==> src/rtl/ema_filter_with_decimated_average_macros.svh <==
// Assertion macros for the EMA filter with decimated average.
// Included by the top level; relies on i_clk and i_rst_n in the including scope.
`ifndef EMA_FILTER_WITH_DECIMATED_AVERAGE_MACROS_SVH
`define EMA_FILTER_WITH_DECIMATED_AVERAGE_MACROS_SVH

// The consequent must hold in the same cycle as the antecedent.
`define EMA_ASSERT_NOW(label, ante, cons, msg) \
    label: assert property (@(posedge i_clk) disable iff (!i_rst_n) \
        (ante) |-> (cons)) else $error(msg);

// The consequent must hold in the cycle after the antecedent.
`define EMA_ASSERT_NEXT(label, ante, cons, msg) \
    label: assert property (@(posedge i_clk) disable iff (!i_rst_n) \
        (ante) |=> (cons)) else $error(msg);

`endif

==> src/rtl/ema_avg_pkg.sv <==
// Shared types and constants for the EMA filter with decimated average.
// No dependencies; used by every module of the block.
`default_nettype none

package ema_avg_pkg;

    localparam int TEMP_W     = 24;
    localparam int TIME_W     = 32;
    localparam int CFG_W      = 16;
    localparam int CFG_ADDR_W = 4;
    localparam int APB_W      = 32;

    // Register indexes (byte address divided by four).
    localparam logic [1:0] REG_SAMPLE_INTERVAL = 2'd0;
    localparam logic [1:0] REG_REPORT_INTERVAL = 2'd1;
    localparam logic [1:0] REG_SMOOTHING_GAIN  = 2'd2;

    localparam logic [CFG_W-1:0] RST_SAMPLE_INTERVAL = 16'd20;
    localparam logic [CFG_W-1:0] RST_REPORT_INTERVAL = 16'd100;
    localparam logic [CFG_W-1:0] RST_SMOOTHING_GAIN  = 16'd9830;

    typedef struct packed {
        logic        [TIME_W-1:0] now_ms;
        logic signed [TEMP_W-1:0] temperature;
    } t_in_item;

    typedef struct packed {
        logic signed [TEMP_W-1:0] filtered_temp;
        logic                     sample_taken;
        logic                     report_valid;
        logic signed [TEMP_W-1:0] report_average;
    } t_out_item;

    // Classified work passed from the front to the back.
    typedef struct packed {
        logic signed [TEMP_W-1:0] temperature;
        logic                     take_sample;
        logic                     do_report;
    } t_cmd;

endpackage

`default_nettype wire

==> src/rtl/ema_filter_with_decimated_average.sv <==
// A sampled item passes from the queue through the MUL1, MUL2, ADD, ACC, REP and OUT states
// to the output register; one that takes no sample goes through REP and OUT only; a report
// adds serial mean division (DIV, FIX). The back end takes no new item until it is back in idle,
// and output stalls hold it in OUT. A two-entry queue decouples the front end.
// Reset (i_rst_n low, synchronous) restores the default intervals and gain, clears the
// time stamps, filter, sum and count, and empties the queue and the output register.
`default_nettype none

module ema_filter_with_decimated_average #(
    parameter int COUNT_BITS = 16
) (
    input  wire logic                               i_clk,
    input  wire logic                               i_rst_n,
    input  wire logic                               i_in_valid,
    output logic                                    o_in_ready,
    input  wire ema_avg_pkg::t_in_item              i_in_data,
    output logic                                    o_out_valid,
    input  wire logic                               i_out_ready,
    output ema_avg_pkg::t_out_item                  o_out_data,
    input  wire logic                               psel,
    input  wire logic                               penable,
    input  wire logic                               pwrite,
    input  wire logic [ema_avg_pkg::CFG_ADDR_W-1:0] paddr,
    input  wire logic [ema_avg_pkg::APB_W-1:0]      pwdata,
    output logic [ema_avg_pkg::APB_W-1:0]           prdata,
    output logic                                    pready
);

    `include "ema_filter_with_decimated_average_macros.svh"

    logic [ema_avg_pkg::CFG_W-1:0] r_sample_interval;
    logic [ema_avg_pkg::CFG_W-1:0] r_report_interval;
    logic [ema_avg_pkg::CFG_W-1:0] r_gain;
    logic                          w_cfg_write;
    logic [1:0]                    w_reg_idx;
    logic                          w_push;
    logic                          w_pop;
    logic                          w_q_full;
    logic                          w_q_empty;
    ema_avg_pkg::t_cmd             w_front_cmd;
    ema_avg_pkg::t_cmd             w_queue_cmd;

    assign pready      = 1'b1;
    assign w_reg_idx   = paddr[3:2];
    assign w_cfg_write = psel && penable && pwrite && pready;

    always_comb begin
        case (w_reg_idx)
            ema_avg_pkg::REG_SAMPLE_INTERVAL: prdata = {16'd0, r_sample_interval};
            ema_avg_pkg::REG_REPORT_INTERVAL: prdata = {16'd0, r_report_interval};
            ema_avg_pkg::REG_SMOOTHING_GAIN:  prdata = {16'd0, r_gain};
            default:                          prdata = '0;
        endcase
    end

    always_ff @(posedge i_clk) begin
        if (!i_rst_n) begin
            r_sample_interval <= ema_avg_pkg::RST_SAMPLE_INTERVAL;
            r_report_interval <= ema_avg_pkg::RST_REPORT_INTERVAL;
            r_gain            <= ema_avg_pkg::RST_SMOOTHING_GAIN;
        end else if (w_cfg_write) begin
            case (w_reg_idx)
                ema_avg_pkg::REG_SAMPLE_INTERVAL: r_sample_interval <= pwdata[15:0];
                ema_avg_pkg::REG_REPORT_INTERVAL: r_report_interval <= pwdata[15:0];
                ema_avg_pkg::REG_SMOOTHING_GAIN:  r_gain            <= pwdata[15:0];
                default: begin
                end
            endcase
        end
    end

    ema_avg_front u_front (
        .i_clk             (i_clk),
        .i_rst_n           (i_rst_n),
        .i_in_valid        (i_in_valid),
        .o_in_ready        (o_in_ready),
        .i_in_data         (i_in_data),
        .i_sample_interval (r_sample_interval),
        .i_report_interval (r_report_interval),
        .i_q_full          (w_q_full),
        .o_push            (w_push),
        .o_cmd             (w_front_cmd)
    );

    ema_avg_queue u_queue (
        .i_clk   (i_clk),
        .i_rst_n (i_rst_n),
        .i_push  (w_push),
        .i_cmd   (w_front_cmd),
        .i_pop   (w_pop),
        .o_cmd   (w_queue_cmd),
        .o_full  (w_q_full),
        .o_empty (w_q_empty)
    );

    ema_avg_back #(
        .COUNT_BITS (COUNT_BITS)
    ) u_back (
        .i_clk       (i_clk),
        .i_rst_n     (i_rst_n),
        .i_gain      (r_gain),
        .i_q_empty   (w_q_empty),
        .i_cmd       (w_queue_cmd),
        .o_pop       (w_pop),
        .o_out_valid (o_out_valid),
        .i_out_ready (i_out_ready),
        .o_out_data  (o_out_data)
    );

    // A transfer into the block always leaves work in the queue.
    `EMA_ASSERT_NEXT(a_push_lands, w_push, !w_q_empty, "accepted item missing from queue")

    // The queue is never popped while empty nor pushed while full.
    `EMA_ASSERT_NOW(a_queue_bounds, w_pop || w_push, !(w_pop && w_q_empty) && !(w_push && w_q_full), "queue overrun or underrun")

    // Without a report the average field reads zero.
    `EMA_ASSERT_NOW(a_avg_zero, o_out_valid && !o_out_data.report_valid, o_out_data.report_average == '0, "report average nonzero without report")

endmodule

`default_nettype wire

==> src/rtl/ema_avg_front.sv <==
// Front end: accepts input items, checks the sample and report intervals.
// Depends on ema_avg_pkg; feeds ema_avg_queue.
`default_nettype none

module ema_avg_front (
    input  wire logic                          i_clk,
    input  wire logic                          i_rst_n,
    input  wire logic                          i_in_valid,
    output logic                               o_in_ready,
    input  wire ema_avg_pkg::t_in_item         i_in_data,
    input  wire logic [ema_avg_pkg::CFG_W-1:0] i_sample_interval,
    input  wire logic [ema_avg_pkg::CFG_W-1:0] i_report_interval,
    input  wire logic                          i_q_full,
    output logic                               o_push,
    output ema_avg_pkg::t_cmd                  o_cmd
);

    logic [ema_avg_pkg::TIME_W-1:0] r_last_sample;
    logic [ema_avg_pkg::TIME_W-1:0] r_last_report;
    logic [ema_avg_pkg::TIME_W-1:0] w_since_sample;
    logic [ema_avg_pkg::TIME_W-1:0] w_since_report;
    logic                           w_take;
    logic                           w_report;

    assign o_in_ready = !i_q_full;
    assign o_push     = i_in_valid && !i_q_full;

    // Elapsed times wrap modulo 2^32, so a plain subtraction is enough.
    assign w_since_sample = i_in_data.now_ms - r_last_sample;
    assign w_since_report = i_in_data.now_ms - r_last_report;
    assign w_take   = w_since_sample >= {16'd0, i_sample_interval};
    assign w_report = w_since_report >= {16'd0, i_report_interval};

    assign o_cmd.temperature = i_in_data.temperature;
    assign o_cmd.take_sample = w_take;
    assign o_cmd.do_report   = w_report;

    always_ff @(posedge i_clk) begin
        if (!i_rst_n) begin
            r_last_sample <= '0;
            r_last_report <= '0;
        end else if (o_push) begin
            if (w_take) begin
                r_last_sample <= i_in_data.now_ms;
            end
            if (w_report) begin
                r_last_report <= i_in_data.now_ms;
            end
        end
    end

endmodule

`default_nettype wire

==> src/rtl/ema_avg_queue.sv <==
// Two-entry queue of classified items between the front and the back.
// Depends on ema_avg_pkg.
`default_nettype none

module ema_avg_queue (
    input  wire logic              i_clk,
    input  wire logic              i_rst_n,
    input  wire logic              i_push,
    input  wire ema_avg_pkg::t_cmd i_cmd,
    input  wire logic              i_pop,
    output ema_avg_pkg::t_cmd      o_cmd,
    output logic                   o_full,
    output logic                   o_empty
);

    ema_avg_pkg::t_cmd r_mem [2];
    logic              r_wr_ptr;
    logic              r_rd_ptr;
    logic [1:0]        r_count;

    assign o_full  = r_count == 2'd2;
    assign o_empty = r_count == 2'd0;
    assign o_cmd   = r_mem[r_rd_ptr];

    always_ff @(posedge i_clk) begin
        if (i_push) begin
            r_mem[r_wr_ptr] <= i_cmd;
        end
    end

    always_ff @(posedge i_clk) begin
        if (!i_rst_n) begin
            r_wr_ptr <= 1'b0;
            r_rd_ptr <= 1'b0;
            r_count  <= 2'd0;
        end else begin
            if (i_push) begin
                r_wr_ptr <= !r_wr_ptr;
            end
            if (i_pop) begin
                r_rd_ptr <= !r_rd_ptr;
            end
            if (i_push && !i_pop) begin
                r_count <= r_count + 2'd1;
            end else if (i_pop && !i_push) begin
                r_count <= r_count - 2'd1;
            end
        end
    end

endmodule

`default_nettype wire

==> src/rtl/ema_avg_back.sv <==
// Back end: filter update, sample accumulation, serial mean division, output register.
// Depends on ema_avg_pkg; takes work from ema_avg_queue.
`default_nettype none

module ema_avg_back #(
    parameter int COUNT_BITS = 16
) (
    input  wire logic                          i_clk,
    input  wire logic                          i_rst_n,
    input  wire logic [ema_avg_pkg::CFG_W-1:0] i_gain,
    input  wire logic                          i_q_empty,
    input  wire ema_avg_pkg::t_cmd             i_cmd,
    output logic                               o_pop,
    output logic                               o_out_valid,
    input  wire logic                          i_out_ready,
    output ema_avg_pkg::t_out_item             o_out_data
);

    localparam int TW     = ema_avg_pkg::TEMP_W;
    localparam int SUM_W  = TW + COUNT_BITS;
    localparam int ITER_W = $clog2(SUM_W);

    localparam logic [3:0] S_IDLE = 4'd0;
    localparam logic [3:0] S_MUL1 = 4'd1;
    localparam logic [3:0] S_MUL2 = 4'd2;
    localparam logic [3:0] S_ADD  = 4'd3;
    localparam logic [3:0] S_ACC  = 4'd4;
    localparam logic [3:0] S_REP  = 4'd5;
    localparam logic [3:0] S_DIV  = 4'd6;
    localparam logic [3:0] S_FIX  = 4'd7;
    localparam logic [3:0] S_OUT  = 4'd8;

    logic [3:0]                r_state;
    ema_avg_pkg::t_cmd         r_cmd;
    logic signed [TW-1:0]      r_filter;
    logic                      r_primed;
    logic signed [SUM_W-1:0]   r_sum;
    logic [COUNT_BITS-1:0]     r_count;
    logic signed [40:0]        r_p1;
    logic signed [41:0]        r_p2;
    logic [COUNT_BITS:0]       r_rem;
    logic [SUM_W-1:0]          r_quo;
    logic [ITER_W-1:0]         r_div_cnt;
    logic                      r_neg;
    logic                      r_rep_valid;
    logic signed [TW-1:0]      r_avg;
    logic                      r_out_valid;
    ema_avg_pkg::t_out_item    r_out;

    logic signed [16:0]        w_gain_s;
    logic signed [17:0]        w_comp_s;
    logic signed [40:0]        w_p1;
    logic signed [41:0]        w_p2;
    logic signed [42:0]        w_acc;
    logic [SUM_W-1:0]          w_sum_mag;
    logic [COUNT_BITS:0]       w_rem_sh;
    logic                      w_ge;
    logic [SUM_W-1:0]          w_quo_signed;
    logic                      w_out_free;

    assign w_gain_s = {1'b0, i_gain};
    // 65536 - gain, kept as a positive signed factor.
    assign w_comp_s = {1'b0, 17'h10000 - {1'b0, i_gain}};
    assign w_p1     = w_gain_s * r_cmd.temperature;
    assign w_p2     = w_comp_s * r_filter;
    assign w_acc    = {{2{r_p1[40]}}, r_p1} + {r_p2[41], r_p2} + 43'sd32768;

    assign w_sum_mag    = r_sum[SUM_W-1] ? (~r_sum + 1'b1) : r_sum;
    assign w_rem_sh     = {r_rem[COUNT_BITS-1:0], r_quo[SUM_W-1]};
    assign w_ge         = w_rem_sh >= {1'b0, r_count};
    assign w_quo_signed = r_neg ? (~r_quo + 1'b1) : r_quo;

    assign w_out_free  = !r_out_valid || i_out_ready;
    assign o_pop       = (r_state == S_IDLE) && !i_q_empty;
    assign o_out_valid = r_out_valid;
    assign o_out_data  = r_out;

    always_ff @(posedge i_clk) begin
        if (o_pop) begin
            r_cmd <= i_cmd;
        end
        if (r_state == S_MUL1) begin
            r_p1 <= w_p1;
        end
        if (r_state == S_MUL2) begin
            r_p2 <= w_p2;
        end
        if (r_state == S_OUT && w_out_free) begin
            r_out.filtered_temp  <= r_filter;
            r_out.sample_taken   <= r_cmd.take_sample;
            r_out.report_valid   <= r_rep_valid;
            r_out.report_average <= r_avg;
        end
    end

    always_ff @(posedge i_clk) begin
        if (!i_rst_n) begin
            r_state     <= S_IDLE;
            r_filter    <= '0;
            r_primed    <= 1'b0;
            r_sum       <= '0;
            r_count     <= '0;
            r_rem       <= '0;
            r_quo       <= '0;
            r_div_cnt   <= '0;
            r_neg       <= 1'b0;
            r_rep_valid <= 1'b0;
            r_avg       <= '0;
            r_out_valid <= 1'b0;
        end else begin
            // A new result loaded in the same cycle keeps the output valid.
            if (r_out_valid && i_out_ready && !(r_state == S_OUT && w_out_free)) begin
                r_out_valid <= 1'b0;
            end
            case (r_state)
                S_IDLE: begin
                    if (!i_q_empty) begin
                        r_state <= i_cmd.take_sample ? S_MUL1 : S_REP;
                    end
                end
                S_MUL1: begin
                    r_state <= S_MUL2;
                end
                S_MUL2: begin
                    r_state <= S_ADD;
                end
                S_ADD: begin
                    // The first sample seeds the filter directly.
                    r_filter <= r_primed ? w_acc[39:16] : r_cmd.temperature;
                    r_primed <= 1'b1;
                    r_state  <= S_ACC;
                end
                S_ACC: begin
                    if (r_count != {COUNT_BITS{1'b1}}) begin
                        r_sum   <= r_sum + {{(SUM_W-TW){r_filter[TW-1]}}, r_filter};
                        r_count <= r_count + 1'b1;
                    end
                    r_state <= S_REP;
                end
                S_REP: begin
                    r_rep_valid <= 1'b0;
                    r_avg       <= '0;
                    if (r_cmd.do_report && r_count != '0) begin
                        r_quo     <= w_sum_mag;
                        r_neg     <= r_sum[SUM_W-1];
                        r_rem     <= '0;
                        r_div_cnt <= '0;
                        r_state   <= S_DIV;
                    end else begin
                        r_state <= S_OUT;
                    end
                end
                S_DIV: begin
                    // One restoring division step per cycle, quotient bits shift in.
                    r_rem   <= w_ge ? (w_rem_sh - {1'b0, r_count}) : w_rem_sh;
                    r_quo   <= {r_quo[SUM_W-2:0], w_ge};
                    r_div_cnt <= r_div_cnt + 1'b1;
                    if (r_div_cnt == ITER_W'(SUM_W - 1)) begin
                        r_state <= S_FIX;
                    end
                end
                S_FIX: begin
                    r_avg       <= w_quo_signed[TW-1:0];
                    r_rep_valid <= 1'b1;
                    r_sum       <= '0;
                    r_count     <= '0;
                    r_state     <= S_OUT;
                end
                S_OUT: begin
                    if (w_out_free) begin
                        r_out_valid <= 1'b1;
                        r_state     <= S_IDLE;
                    end
                end
                default: begin
                    r_state <= S_IDLE;
                end
            endcase
        end
    end

endmodule

`default_nettype wire
==> config.mk <==
export PLATFORM = sky130hd
export DESIGN_NAME = ema_filter_with_decimated_average
export DESIGN_NICKNAME = d
export VERILOG_FILES = /design/src/rtl/ema_avg_pkg.sv /design/src/rtl/ema_filter_with_decimated_average.sv /design/src/rtl/ema_avg_front.sv /design/src/rtl/ema_avg_queue.sv /design/src/rtl/ema_avg_back.sv
export VERILOG_INCLUDE_DIRS = /design/src /design/src/rtl
export SDC_FILE = /design/constraint.sdc
export NUM_CORES = 2
export LEC_CHECK = 0
export ABC_CLOCK_PERIOD_IN_PS = 8250
export BUFFER_PORTS_ARGS = -buffer_cell sky130_fd_sc_hd__buf_2
export CORE_ASPECT_RATIO = 0.8
export CORE_MARGIN = 1
export CORE_UTILIZATION = 40
export DETAILED_ROUTE_END_ITERATION = 16
export SLEW_MARGIN = 20
export SYNTH_ARGS = -nofsm -noshare
export SYNTH_HDL_FRONTEND = slang
export SYNTH_HIERARCHICAL = 1
export SYNTH_SLANG_ARGS = --single-unit
==> constraint.sdc <==
create_clock -name i_clk -period 8.25 [get_ports i_clk]
set_input_delay 1.65 -clock i_clk [delete_from_list [all_inputs] [get_ports i_clk]]
set_output_delay 1.65 -clock i_clk [all_outputs]
set_load 0.05 [all_outputs]
==> summary.txt <==
Clocking
  • Clk Latency, worst-skew pair: 0.68 ns
  • Total CTS buffers: 55
  • Post-CTS Setup Inserts: 0
  • Clock slew at the register clock pins of the worst setup and hold paths: 0.06 ns
  • Hold_buf cts: 0
  • Clock Sinks: 499
  • Resized Gates After CTS: 0
  • Root Driver: clkbuf_16
  • Clock tree buffer depth: 3
  • CTS tree: done
  • Htree depth: 2

GRT
  • Total gr overflow: 0
  • Antenna violations before repair: 3
  • First-pass GRT wire length: 253000 um
  • Vias in the first global route: 44700
  • GR Util All Layers: 0.220
  • Largest net degree at the start of global routing: 92

Synth
  • Largest family of logic cells by synthesized area: adder cells
  • Synth Cell Area: 57700 um^2
  • Post-Syn Instances: 6437
  • Sequential share of the synthesized area: 0.209
  • Leading area contributor after synthesis: fa_1
  • Compound-Gate Fraction of Synth Area: 0.111
  • Post-synth top flop: dfxtp_1
  • Post-synth EDFFs: 208
  • Synth Area in Adders: 0.358
  • Synth top area share: 0.265
  • Post-synthesis mux area share: 0.0249
  • Xor/xnor cell area share of the yosys netlist: 0.0416
  • Warnings from Yosys: 6
  • Simple-gate portion of the synthesized area: 0.160
  • #FFs+latches synth: 499
  • Async SR Flop Fraction: 0
  • Cell variety after synth: 94
  • Top cells by area, synth: fa_1, edfxtp_1, dfxtp_1
  • Commonest cells in the netlist: inv_1, nand2_1, fa_1
  • Synthesized area per cell: 8.96 um^2
  • Top-count cell post-synth: inv_1

STA
  • Worst Tran Pin Value: 1.16 ns
  • Final Setup Violations: 0
  • Worst rel slew slack: 0.228
  • Final hold violations: 0
  • Setup tns final: 0 ns
  • Worst setup skew after layout: 0.0239 ns
  • Tcrit/Tclk final: 0.973
  • Post-route minimum period: 8.03 ns
  • Fin. max-slew vios: 0
  • Max Clk Rate: 0.125 GHz

Routing
  • Initial DRT Pass Iterations: 6
  • Via count: 44600
  • Routed wire per std cell: 18.9 um
  • Remaining DRCs: 0
  • Final WL: 159000 um
  • DRC marker count from the first detailed-route iteration: 3240
  • DR vias/cell: 5.31
  • Final ANT Viol Nets: 0

Critical path
  • CP Launch Point: r_gain[3]
  • Crit-path max cell delay: 0.61 ns
  • Nature of the critical path startpoint: flip-flop
  • CP max stage cell: or4_1
  • Crit path capture type: flip-flop
  • Critical R2R Capture: u_back/r_p2[36]
  • Required @ worst endpoint: 8.67 ns
  • Critical path peak fanout: 16
  • Worst r2r src: r_gain[3]
  • Crit-path most repeated cell: fa_1
  • Setup CP Type: flip-flop to flip-flop
  • CP Capture Point: u_back/r_p2[36]
  • Setup slack, reg-to-reg: 0.22 ns
  • Reg2reg path depth: 28
  • Crit path arrival time: 8.44 ns

Die
  • I/O pin total: 184
  • Die outline area: 146000 um^2
  • Starting Density: 0.403
  • Die height: 342 um
  • Core area: 143000 um^2
  • # rows: 124
  • Die Width: 427 um

Hold path
  • Worst min path class: flip-flop to flip-flop
  • Min-Delay Path Depth: 0

Final layout
  • Area growth, synth to finish: 8.52%
  • Share of cells above drive strength 1: 0.0747
  • Fin nets: 7745

Outcome
  • Status: finished clean

Placed design
  • Gp weighted congestion: 0.910
  • Post-detail-place hpwl: 122000 um
  • IO buf count: 148

Job
  • Max_cap viols: 0
## per-stage QoR
| step | worst slack [ns] | util | instances | hold WS [ns] | area [um^2] |
|---|---|---|---|---|---|
| floorplan | 0.783 | - | 6452 | 0.400 | 57700 |
| global placement | 0.0893 | 0.424 | 8286 | 0.419 | 60600 |
| detailed placement | 0.0403 | 0.424 | 8286 | 0.420 | 60600 |
| CTS | 0.00117 | 0.436 | 8390 | 0.433 | 62400 |
| global route | -0.0248 | 0.438 | 8392 | 0.442 | 62600 |
| finish | 0.223 | 0.438 | 8394 | 0.433 | 62600 |
## layout by cell type (no fill, tap or decap), types with 54 or more instances in the layout
cell type | Yosys | routed
mux2i_1 | 114 | 114
nor3_1 | 58 | 54
nand4_1 | 75 | 75
nor2_1 | 349 | 346
xnor2_1 | 159 | 151
buf_4 | 52 | 134
clkbuf_16 | 0 | 55
a21oi_1 | 300 | 297
xor2_1 | 115 | 110
a21o_1 | 68 | 68
nand3_1 | 79 | 79
and2_1 | 351 | 351
fa_1 | 765 | 765
edfxtp_1 | 208 | 208
buf_2 | 7 | 147
ha_1 | 426 | 426
inv_1 | 1039 | 1038
nand2_1 | 836 | 835
dfxtp_1 | 291 | 289
o21ai_0 | 182 | 182
## registers in the layout, indices dropped and copies added (netlist names), 32 cells and up, named ones only
name / flops
u_queue/r_mem: 52
u_back/o_out_data: 50
u_back/r_p1: 40
u_back/r_p2: 40
u_back/r_quo: 40
u_back/r_sum: 40
u_front/r_last_report: 32
u_front/r_last_sample: 32
## kinds of logic after synthesis
| group | Yosys count |
|---|---|
| flip-flops | 499 |
| XOR/XNOR | 274 |
| AO/OA/AOI/OAI | 995 |
| buffers and inverters | 1382 |
| adder cells (fa/ha/maj) | 1191 |
| AND/OR/NAND/NOR | 1954 |
| multiplexers | 140 |
| other | 2 |
## worst min-delay path by stage
| stage | end | start |
|---|---|---|
| CTS | u_back/o_out_data[13] | u_back/r_avg[13] |
| floorplan | u_back/o_out_data[25] | u_back/r_cmd[1] |
| finish | u_back/o_out_data[20] | u_back/r_avg[20] |
| detailed placement | u_back/o_out_data[0] | u_back/r_avg[0] |
| global placement | u_back/o_out_data[0] | u_back/r_avg[0] |
| global route | u_back/o_out_data[0] | u_back/r_avg[0] |
## area by class of cell
class / count / area [um^2]
repair buffers: 288 / 1890
diodes: 2 / 5.00
fillers: 14000 / 80400
well taps: 1890 / 2360
multi-input cells: 4571 / 40500
inverters: 1040 / 3910
flip-flops and latches: 499 / 12100
clock buffers: 72 / 1500
clock inverters: 32 / 338
## worst max-delay path: cells and delay by family, from the launching register on
kind / cells / cell delay (ns)
flip-flops: 1 / 0.37
AO/OA/AOI/OAI: 9 / 1.85
XOR/XNOR: 2 / 0.33
buffers and inverters: 6 / 0.74
AND/OR/NAND/NOR: 4 / 1.17
adder cells (fa/ha/maj): 7 / 3.32
## per-layer routing
layer,track usage,share of wire,vias to the layer above
met3,0.0350,0.065,204
met4,0.0648,0.028,4
met5,0,0.0014,-
met2,0.341,0.44,1253
li1,-,-,20900
met1,0.315,0.46,22300
Power is left out: the tool's default activity adds up to more than one toggle a clock period on the data nets, which glitch-free logic cannot reach.
